===== config.mk =====
export PLATFORM = sky130hd
export DESIGN_NAME = lwe_mac
export DESIGN_NICKNAME = d
export VERILOG_FILES = /design/src/hdl/lwe_pkg.sv /design/src/hdl/lwe_mac.sv
export SDC_FILE = /design/constraint.sdc
export NUM_CORES = 1
export LEC_CHECK = 0
export ABC_AREA = 1
export ABC_CLOCK_PERIOD_IN_PS = 6100
export BUFFER_PORTS_ARGS = -buffer_cell sky130_fd_sc_hd__buf_4
export CORE_MARGIN = 2
export CORE_UTILIZATION = 25
export DETAILED_ROUTE_END_ITERATION = 16
export SLEW_MARGIN = 20
export SYNTH_ARGS = -nofsm -noshare
export SYNTH_HDL_FRONTEND = slang
export SYNTH_SLANG_ARGS = --single-unit

===== constraint.sdc =====
create_clock -name clk -period 6.1 [get_ports clk]
set_input_delay 0 -clock clk [delete_from_list [all_inputs] [get_ports clk]]
set_output_delay 0 -clock clk [all_outputs]
set_load 0.01 [all_outputs]

===== src/hdl/lwe_pkg.sv =====
// Shared constants, codes and pipeline types for the LWE decryption distance unit.
package lwe_pkg;

    localparam int KEY_LENGTH = 512;
    localparam int KEY_AW     = $clog2(KEY_LENGTH);
    localparam int WORD_W     = 32;
    localparam int INDEX_W    = 9;
    localparam int DIST_W     = 16;
    localparam int FRAC_W     = 16;
    localparam int IN_DATA_W  = 112;
    localparam int OUT_DATA_W = 16;

    localparam logic ACT_KEY    = 1'b0;
    localparam logic ACT_VECTOR = 1'b1;

    typedef struct packed {
        logic              valid;
        logic              last;
        logic              in_range;
        logic [WORD_W-1:0] vector_word;
        logic [WORD_W-1:0] cipher_scalar;
    } lwe_elem_t;

    typedef struct packed {
        logic              valid;
        logic [WORD_W-1:0] total;
        logic [WORD_W-1:0] cipher_scalar;
    } lwe_sum_t;

endpackage


===== src/hdl/lwe_mac.sv =====
// Multiply stage and running dot-product accumulator.
module lwe_mac
    import lwe_pkg::*;
(
    input  logic              clk,
    input  logic              rst_n,
    input  logic              advance,
    input  lwe_elem_t         elem,
    input  logic [WORD_W-1:0] key_word,
    output lwe_sum_t          sum
);

    logic              prod_valid_reg;
    logic              prod_last_reg;
    logic [WORD_W-1:0] prod_reg;
    logic [WORD_W-1:0] prod_scalar_reg;
    logic [WORD_W-1:0] prod_next;

    logic [WORD_W-1:0] dot_sum_reg;
    logic [WORD_W-1:0] dot_sum_next;
    logic [WORD_W-1:0] total;

    logic              sum_valid_reg;
    logic [WORD_W-1:0] sum_total_reg;
    logic [WORD_W-1:0] sum_scalar_reg;

    always_comb
    begin
        prod_next = elem.in_range ? WORD_W'(elem.vector_word * key_word) : '0;
        total     = dot_sum_reg + prod_reg;
        if (prod_valid_reg)
        begin
            dot_sum_next = prod_last_reg ? '0 : total;
        end
        else
        begin
            dot_sum_next = dot_sum_reg;
        end
    end

    always_ff @(posedge clk or negedge rst_n)
    begin
        if (!rst_n)
        begin
            prod_valid_reg <= 1'b0;
            prod_last_reg  <= 1'b0;
            dot_sum_reg    <= '0;
            sum_valid_reg  <= 1'b0;
        end
        else if (advance)
        begin
            prod_valid_reg <= elem.valid;
            prod_last_reg  <= elem.last;
            dot_sum_reg    <= dot_sum_next;
            sum_valid_reg  <= prod_valid_reg && prod_last_reg;
        end
    end

    always_ff @(posedge clk)
    begin
        if (advance)
        begin
            prod_reg        <= prod_next;
            prod_scalar_reg <= elem.cipher_scalar;
            sum_total_reg   <= total;
            sum_scalar_reg  <= prod_scalar_reg;
        end
    end

    assign sum.valid         = sum_valid_reg;
    assign sum.total         = sum_total_reg;
    assign sum.cipher_scalar = sum_scalar_reg;

endmodule


==> impl_metrics.env <==
export IMPL_status="complete, no violations"
export IMPL_hold_violations=0
export IMPL_crit_slowest_cell="fa_1"
export IMPL_multi_input_area_um2=15700
export IMPL_vias=18464
export IMPL_holdCritPathClass="input port to register"
export IMPL_grt_pass1_vias=19478
export IMPL_fin_nets=3804
export IMPL_end_kind="register"
export IMPL_regArea_um2=4720
export IMPL_ys_ff_latch=163
export IMPL_fin_hold_ws_ns=0.0181
export IMPL_grt_usage_pct=13.3
export IMPL_numPortBuffers=166
export IMPL_ys_top_cells_by_count="nand2_1 (793), inv_1 (789), fa_1 (409)"
export IMPL_maxSlewViolCount=0
export IMPL_drc=0
export IMPL_std_cell_rows=113
export IMPL_syn_cell_area_um2=23800
export IMPL_fin_area_um2=28500
export IMPL_crit_arrival_ns=6.14
export IMPL_async_reset_ff_share_pct=21.5
export IMPL_clk_path_buf_depth=2
export IMPL_yosys_warnings=0
export IMPL_grt_ovfl_total=0
export IMPL_die_y_um=313
export IMPL_cts_setup_buffers=0
export IMPL_place_ws_ns=-0.403
export IMPL_synthCells=2855
export IMPL_cts_root_buf="clkbuf_16"
export IMPL_grt_first_pass_wirelength_um=104000
export IMPL_yosysTopAreaCell="fa_1"
export IMPL_setup_viol=0
export IMPL_synth_most_common_cell="nand2_1"
export IMPL_critPathMaxStageDelay_ns=0.56
export IMPL_tightest_slew_ns=0.953
export IMPL_syn_to_final_growth_pct=19.8
export IMPL_max_freq_mhz=171
export IMPL_cts_htree_levels=4
export IMPL_synth_top_area_share_pct=34.4
export IMPL_synth_cell_types=52
export IMPL_crit_required_ns=6.38
export IMPL_synthFlopType="edfxtp_1"
export IMPL_ios=167
export IMPL_cpLargestDelayFamily="adder cells"
export IMPL_timing_critical_path_fanout_max=7
export IMPL_die_area_um2=97700
export IMPL_cts_buffers=17
export IMPL_path_clk_slew_ns=0.07
export IMPL_ant_nets=0
export IMPL_finClkSkew_ns=0.0116
export IMPL_syn_avg_cell_area_um2=8.34
export IMPL_start_util_pct=25.1
export IMPL_period_needed_ns=5.86
export IMPL_synth_area_leaders="fa_1 (34%), edfxtp_1 (16%), nand2_1 (13%)"
export IMPL_cts_tree="yes"
export IMPL_crit_top_cell="fa_1"
export IMPL_drtIter0Drc=1191
export IMPL_slew_headroom_pct=36.5
export IMPL_fill_cells=10116
export IMPL_synth_edf_count=128
export IMPL_drive_gt1_share_pct=13.6
export IMPL_setup_ws_ns=0.244
export IMPL_critPathKind="input port to register"
export IMPL_routed_wl_um=63800
export IMPL_critPathBufInv=7
export IMPL_grt_max_degree=75
export IMPL_dpl_cell_area_um2=27500
export IMPL_grt_antenna_before_repair=1
export IMPL_viasPerCell=4.18
export IMPL_fin_crit_sh_pct=96.0
export IMPL_rsz0062_at_grt="false"
export IMPL_fp_dieW_um=313
export IMPL_dr_pass1_iters=5
export IMPL_worst_setup_path_start_kind="input port"
export IMPL_cts_sinks=163
export IMPL_insertion_delay_ns=0.43
export IMPL_ys_seq_area_share_pct=19.8
export IMPL_n_antenna_cell=0
export IMPL_wl_per_cell_um=14.4
export IMPL_cap_violations=0
export IMPL_globalplace_congestion=0.889
export IMPL_core_um2=94700
export IMPL_synthesis_nets=3520
export IMPL_place_hpwl_um=53400
==> per-stage QoR <==
stage | util [%] | std cells | setup TNS (ns)
2_1_floorplan | - | 2855 | 0
3_3_place_gp | 29.1 | 4350 | -1.82
3_5_place_dp | 29.1 | 4350 | -2.22
4_1_cts | 30.0 | 4417 | 0
5_1_grt | 30.1 | 4417 | 0
6_report | 30.1 | 4417 | 0
==> logic make-up after synthesis <==
logic type	after synthesis	synth area share, %
adder cells (fa/ha/maj)	563	42.5
AND/OR/NAND/NOR	969	16.2
XOR/XNOR	32	1.24
multiplexers	1	0.0473
buffers and inverters	912	14.7
AO/OA/AOI/OAI	215	5.52
flip-flops	163	19.8
==> area by class of cell <==
class | instances | area share (%)
clock buffers | 17 | 1.49
clock inverters | 15 | 0.509
well taps | 1265 | 5.55
flip-flops and latches | 163 | 16.5
repair buffers | 380 | 10.5
inverters | 797 | 10.5
multi-input cells | 1780 | 54.9
==> metal layers <==
| layer | wire (um) | vias up | GRT usage (%) | part of all wire (%) |
|---|---|---|---|---|
| li1 | - | 8920 | - | - |
| met1 | 29200 | 9036 | 18.1 | 46 |
| met5 | 16 | - | 0 | 0.025 |
| met2 | 30800 | 456 | 23.0 | 48 |
| met3 | 3000 | 50 | 1.25 | 4.7 |
| met4 | 841 | 2 | 2.42 | 1.3 |
==> path summary, 6_finish.rpt <==
check,slack [ns],from,cells after the start,endpoint
setup / recovery,0.24,key_word[2],25,prod_reg[26]
hold / removal,0.02,advance,1,sum_scalar_reg[17]
setup reg to reg,3.57,prod_reg[0],11,sum_total_reg[28]
hold reg to reg,0.42,prod_scalar_reg[18],0,sum_scalar_reg[18]
max in group asynchronous,5.67,rst_n,2,dot_sum_reg[0]
min in group asynchronous,0.08,rst_n,2,dot_sum_reg[21]
==> repair_timing <==
item / CTS / global route
endpoints found under the hold margin: 69 / 0
hold buffers: 35 / 0
gates resized for setup: 0 / 19
setup endpoints to repair: 0 / 8
==> layout by cell type, fill, tap and decap left out, types with 7 or more instances in the layout <==
cell           instances
a21o_1                 9
a21oi_1               81
a21oi_2                7
a22o_1                17
buf_4                337
clkbuf_16             17
dfrtp_1               35
dlygate4sd3_1         35
edfxtp_1             128
fa_1                 408
ha_1                 150
inv_1                788
inv_2                  8
nand2_1              792
nand2_2               13
nand3_1               71
nand4_1                7
nor2_1                54
nor2_2                 7
nor3_1                11
o21a_1                11
o21ai_0               49
o21ai_1               10
o21bai_1              10
xor2_1                25
Power is not shown: default switching activity piles up to over one toggle a cycle in this logic, so the estimate is an artifact.
