===== src/hdl/lwe_pkg.sv =====
// Shared constants, codes and pipeline types for the LWE decryption distance unit.
package lwe_pkg;

    localparam int KEY_LENGTH = 512;
    localparam int KEY_AW     = $clog2(KEY_LENGTH);
    localparam int WORD_W     = 32;
    localparam int INDEX_W    = 9;
    localparam int DIST_W     = 16;
    localparam int FRAC_W     = 16;
    localparam int IN_DATA_W  = 112;
    localparam int OUT_DATA_W = 16;

    localparam logic ACT_KEY    = 1'b0;
    localparam logic ACT_VECTOR = 1'b1;

    typedef struct packed {
        logic              valid;
        logic              last;
        logic              in_range;
        logic [WORD_W-1:0] vector_word;
        logic [WORD_W-1:0] cipher_scalar;
    } lwe_elem_t;

    typedef struct packed {
        logic              valid;
        logic [WORD_W-1:0] total;
        logic [WORD_W-1:0] cipher_scalar;
    } lwe_sum_t;

endpackage


===== src/hdl/lwe_scale.sv =====
// Difference, rounding to a 16-bit distance and the result register.
module lwe_scale
    import lwe_pkg::*;
(
    input  logic                  clk,
    input  logic                  rst_n,
    input  logic                  advance,
    input  lwe_sum_t              sum,
    output logic                  stall,
    output logic                  out_valid,
    input  logic                  out_ready,
    output logic [DIST_W-1:0]     distance
);

    logic              diff_valid_reg;
    logic [WORD_W-1:0] diff_reg;

    logic              out_valid_reg;
    logic              out_valid_next;
    logic [DIST_W-1:0] distance_reg;
    logic [DIST_W-1:0] distance_next;
    logic [WORD_W-FRAC_W:0] rounded;

    always_comb
    begin
        rounded = (WORD_W-FRAC_W+1)'(diff_reg[WORD_W-2:FRAC_W-1]) + 1'b1;
        if (diff_reg[WORD_W-1])
        begin
            distance_next = '0;
        end
        else
        begin
            distance_next = DIST_W'(rounded >> 1);
        end
    end

    assign stall = diff_valid_reg && out_valid_reg && !out_ready;

    always_comb
    begin
        out_valid_next = out_valid_reg;
        if (advance && diff_valid_reg)
        begin
            out_valid_next = 1'b1;
        end
        else if (out_ready)
        begin
            out_valid_next = 1'b0;
        end
    end

    always_ff @(posedge clk or negedge rst_n)
    begin
        if (!rst_n)
        begin
            diff_valid_reg <= 1'b0;
            out_valid_reg  <= 1'b0;
        end
        else
        begin
            out_valid_reg <= out_valid_next;
            if (advance)
            begin
                diff_valid_reg <= sum.valid;
            end
        end
    end

    always_ff @(posedge clk)
    begin
        if (advance)
        begin
            diff_reg <= sum.cipher_scalar - sum.total;
            if (diff_valid_reg)
            begin
                distance_reg <= distance_next;
            end
        end
    end

    assign out_valid = out_valid_reg;
    assign distance  = distance_reg;

endmodule


===== config.mk =====
export PLATFORM = sky130hd
export DESIGN_NAME = lwe_scale
export DESIGN_NICKNAME = d
export VERILOG_FILES = /design/src/hdl/lwe_pkg.sv /design/src/hdl/lwe_scale.sv
export SDC_FILE = /design/constraint.sdc
export NUM_CORES = 1
export LEC_CHECK = 0
export BUFFER_PORTS_ARGS = -buffer_cell sky130_fd_sc_hd__buf_2
export CAP_MARGIN = 40
export CORE_MARGIN = 2
export CORE_UTILIZATION = 47
export CTS_CLUSTER_DIAMETER = 120
export DETAILED_ROUTE_END_ITERATION = 8
export GPL_ROUTABILITY_DRIVEN = 1
export PLACE_DENSITY = 0.77
export SLEW_MARGIN = 30
export SYNTH_ARGS = -nofsm -noshare
export SYNTH_HDL_FRONTEND = slang
export SYNTH_SLANG_ARGS = --single-unit

===== constraint.sdc =====
create_clock -name clk -period 1.6 [get_ports clk]
set_input_delay 0.4 -clock clk [delete_from_list [all_inputs] [get_ports clk]]
set_output_delay 0.4 -clock clk [all_outputs]
set_load 0.02 [all_outputs]

==> flow_summary.toml <==
[cells_and_area]
finish.cell_count_without_fillers = 570
layout.cell_area.non_filler_um2 = 4870
final_layout_size_suffix_gt1_share_pct = 56.0
total_area_of_multi_input_combinational_cells_um2 = 2270
finalNetCount = 594
num_antenna_cells = 0
largest_register_ff_count = 17
seq_area_um2 = 1040
fillCellCount = 330
area_delta_synth_final_pct = 67.2

[yosys]
synth_area_leaders = "edfxtp_1 (34%), ha_1 (13%), a21o_1 (4.9%)"
synth_warnings = 0
syn-mean-instance-area_um2 = 9.24
yosysSeqAreaShare_pct = 35.8
synthesis.instances = 315
postSynth.asyncResetShare_pct = 5.71
ys_dominant_reg_cell = "edfxtp_1"
number_of_synthesized_flops_with_an_enable_pin = 33
ff_latch_count_synth = 35
synth_area_um2 = 2910
yosysTopAreaCellShare_pct = 34.0
yosysTopAreaCell = "edfxtp_1"
mappedNetlistNets = 415
synth.distinct_cells = 44

[global_route]
via_count_of_the_first_global_routing_pass = 3021
grt_start_max_net_pins = 18
overflow = 0
grt_usage_pct = 24.0
grt_antenna_before_repair = 0
grt_first_pass_wirelength_um = 12800

[detailed_routing]
drtIter0Drc = 120
detail_route.vias_per_cell = 5.46
drt_drc_violations_left = 0
drt-wirelength-per-cell_um = 15.1
number_of_detailed_routing_iterations_run_before_antenna_repair = 5
total_via_count_after_detailed_routing = 3115
ant_nets = 0
drt-total-wl_um = 8580

[timing]
highest_clock_rate_ghz = 0.460
fin_crit_ps = 2170
worst_slew_margin_rel_pct = 74.6
report.final.slew_viol_count = 0
rsz0062_at_grt = "yes"
slew_of_the_pin_with_the_lowest_slew_margin_ps = 378
timing.final.ws_setup_ps = -572
layout_worst_path_cycle_share_pct = 136
finalSetupViolCount = 17
final-hold-violation-count = 0
skew_ps = 6.96

[floorplanning]
boundaryPins = 87
die_span_in_y_um = 82.7
floorplan.rows = 28
initial_core_util_pct = 48.9
floorplan.core_area_um2 = 5960
die_outline_area_um2 = 6840
die_x_um = 82.7

[clock_network]
clock_tree_root_driver_cell = "clkbuf_8"
cts-htree-levels = 2
cts.sink_count = 35
tritoncts = "done"
clock_insertion_delay_worst_skew_ps = 290
cts-buffers-inserted = 5
cts.clk_slew.worst_paths_ps = 70
max_root_sink_buffers = 2

[place]
place.port_buffers = 86
post-dp-hpwl_um = 5650
gp_congestion = 0.917
dpl_cell_area_um2 = 4120
dp_cells = 541

[worst_setup_path]
critical_path.startpoint = "sum[46]"
critPathKind = "in2reg"
required_ps = 1640
start_kind = "input pin"
worstReg2RegStart = "diff_reg[17]"
critical_path_peak_fanout = 3
critical_path_arrival_ps = 2210
worst_setup_path_end_kind = "flip-flop"

[worst_hold_path]
holdCritStartpoint = "sum[64]"
holdCritPathClass = "in2reg"

[outcome]
status = "finished with violations"
violations_in_the_final_reports = "negative setup slack"

[pwr]
power_density_nw_per_um2 = 699
static-leakage-power_nw = 2.24
total_power_mw = 3.40
vdd_drop_max_mv = 0.605

[job]
cap_violations = 0
## report_power, final
| part | switching (mW) | internal [mW] | total [mW] |
|---|---|---|---|
| logic | 0.755 | 0.807 | 1.56 |
| registers | 0.0715 | 1.17 | 1.24 |
| clock network | 0.292 | 0.305 | 0.596 |
## routing by layer
layer	track usage, %	routed length (um)	vias to the layer above
met4	8.36	275	0
met2	46.5	4480	137
met3	2.72	427	31
met5	0	0	-
met1	26.7	3400	1445
li1	-	-	1502
## through the flow
stage / worst slack (ps) / hold WS [ps] / setup TNS (ps) / utilization, %
6_report: -572 / 338 / -6760 / 81.7
4_1_cts: -496 / 344 / -5330 / 77.8
2_1_floorplan: -604 / 104 / -6280 / -
3_5_place_dp: -837 / 189 / -12390 / 69.1
5_1_grt: -604 / 348 / -7740 / 81.7
3_3_place_gp: -804 / 187 / -11490 / 69.1
## Yosys cell counts (all sizes together), types with 3 or more instances
cell,instances
nand2,22
a31oi,5
o21ai,17
clkbuf,3
a21o,19
nand2b,4
nand4,9
inv,37
and2,3
xor2,15
o211ai,3
nand3,8
xnor2,14
and3,13
a21oi,22
nor2,21
ha,31
edfxtp,33
nor3,6
## worst paths after layout
kind	endpoint	slack [ps]	cells after the start
max	diff_reg[27]	-570	10
min	diff_valid_reg	340	2
max reg2reg	distance[14]	0	7
min reg2reg	out_valid	520	1
max in group asynchronous	out_valid	1080	2
min in group asynchronous	diff_valid_reg	430	2
## cell families after synthesis
group                    count (synthesis)  synth area share [%]
adder cells (fa/ha/maj)                 31                  13.3
AO/OA/AOI/OAI                           84                  20.1
XOR/XNOR                                29                  8.72
buffers and inverters                   41                  5.33
AND/OR/NAND/NOR                         93                  16.1
flip-flops                              35                  35.8
multiplexers                             2                 0.731
## layout by cell type, fill, tap and decap left out, types with 5 or more instances in the layout
master / n
buf_2: 74
a21oi_1: 15
o21ai_0: 6
buf_4: 81
inv_4: 5
ha_4: 19
buf_6: 18
nor2_1: 16
a21o_1: 19
nand2_2: 5
edfxtp_1: 33
inv_2: 9
and3_4: 9
o21ai_2: 5
ha_1: 10
clkbuf_8: 5
nand4_1: 9
xnor2_1: 13
xor2_1: 14
inv_1: 22
nand2_1: 17
## layout make-up
type | instances | area share (%)
Tap cell | 75 | 1.93
Timing Repair Buffer | 176 | 25.1
Inverter | 37 | 3.21
Multi-Input combinational cell | 239 | 46.7
Clock inverter | 1 | 0.103
Clock buffer | 7 | 1.57
Sequential cell | 35 | 21.4
## timing repair
item | in CTS | in global routing
endpoints found under the hold margin | 2 | 0
setup buffers | 18 | 7
setup endpoints to repair | 20 | 21
hold buffers | 1 | 0
resized for setup | 70 | 37
pin swaps | 47 | 28
## critical path: stages
cell and delay [ps]:
buf_6 100, inv_4 50, ha_4 200, a21oi_2 160
o211ai_1 120, a221o_1 340, a221o_1 370, a31oi_4 210
o21ai_1 110, xor2_1 150
No activity file was read; power rests on OpenSTA's default activity.
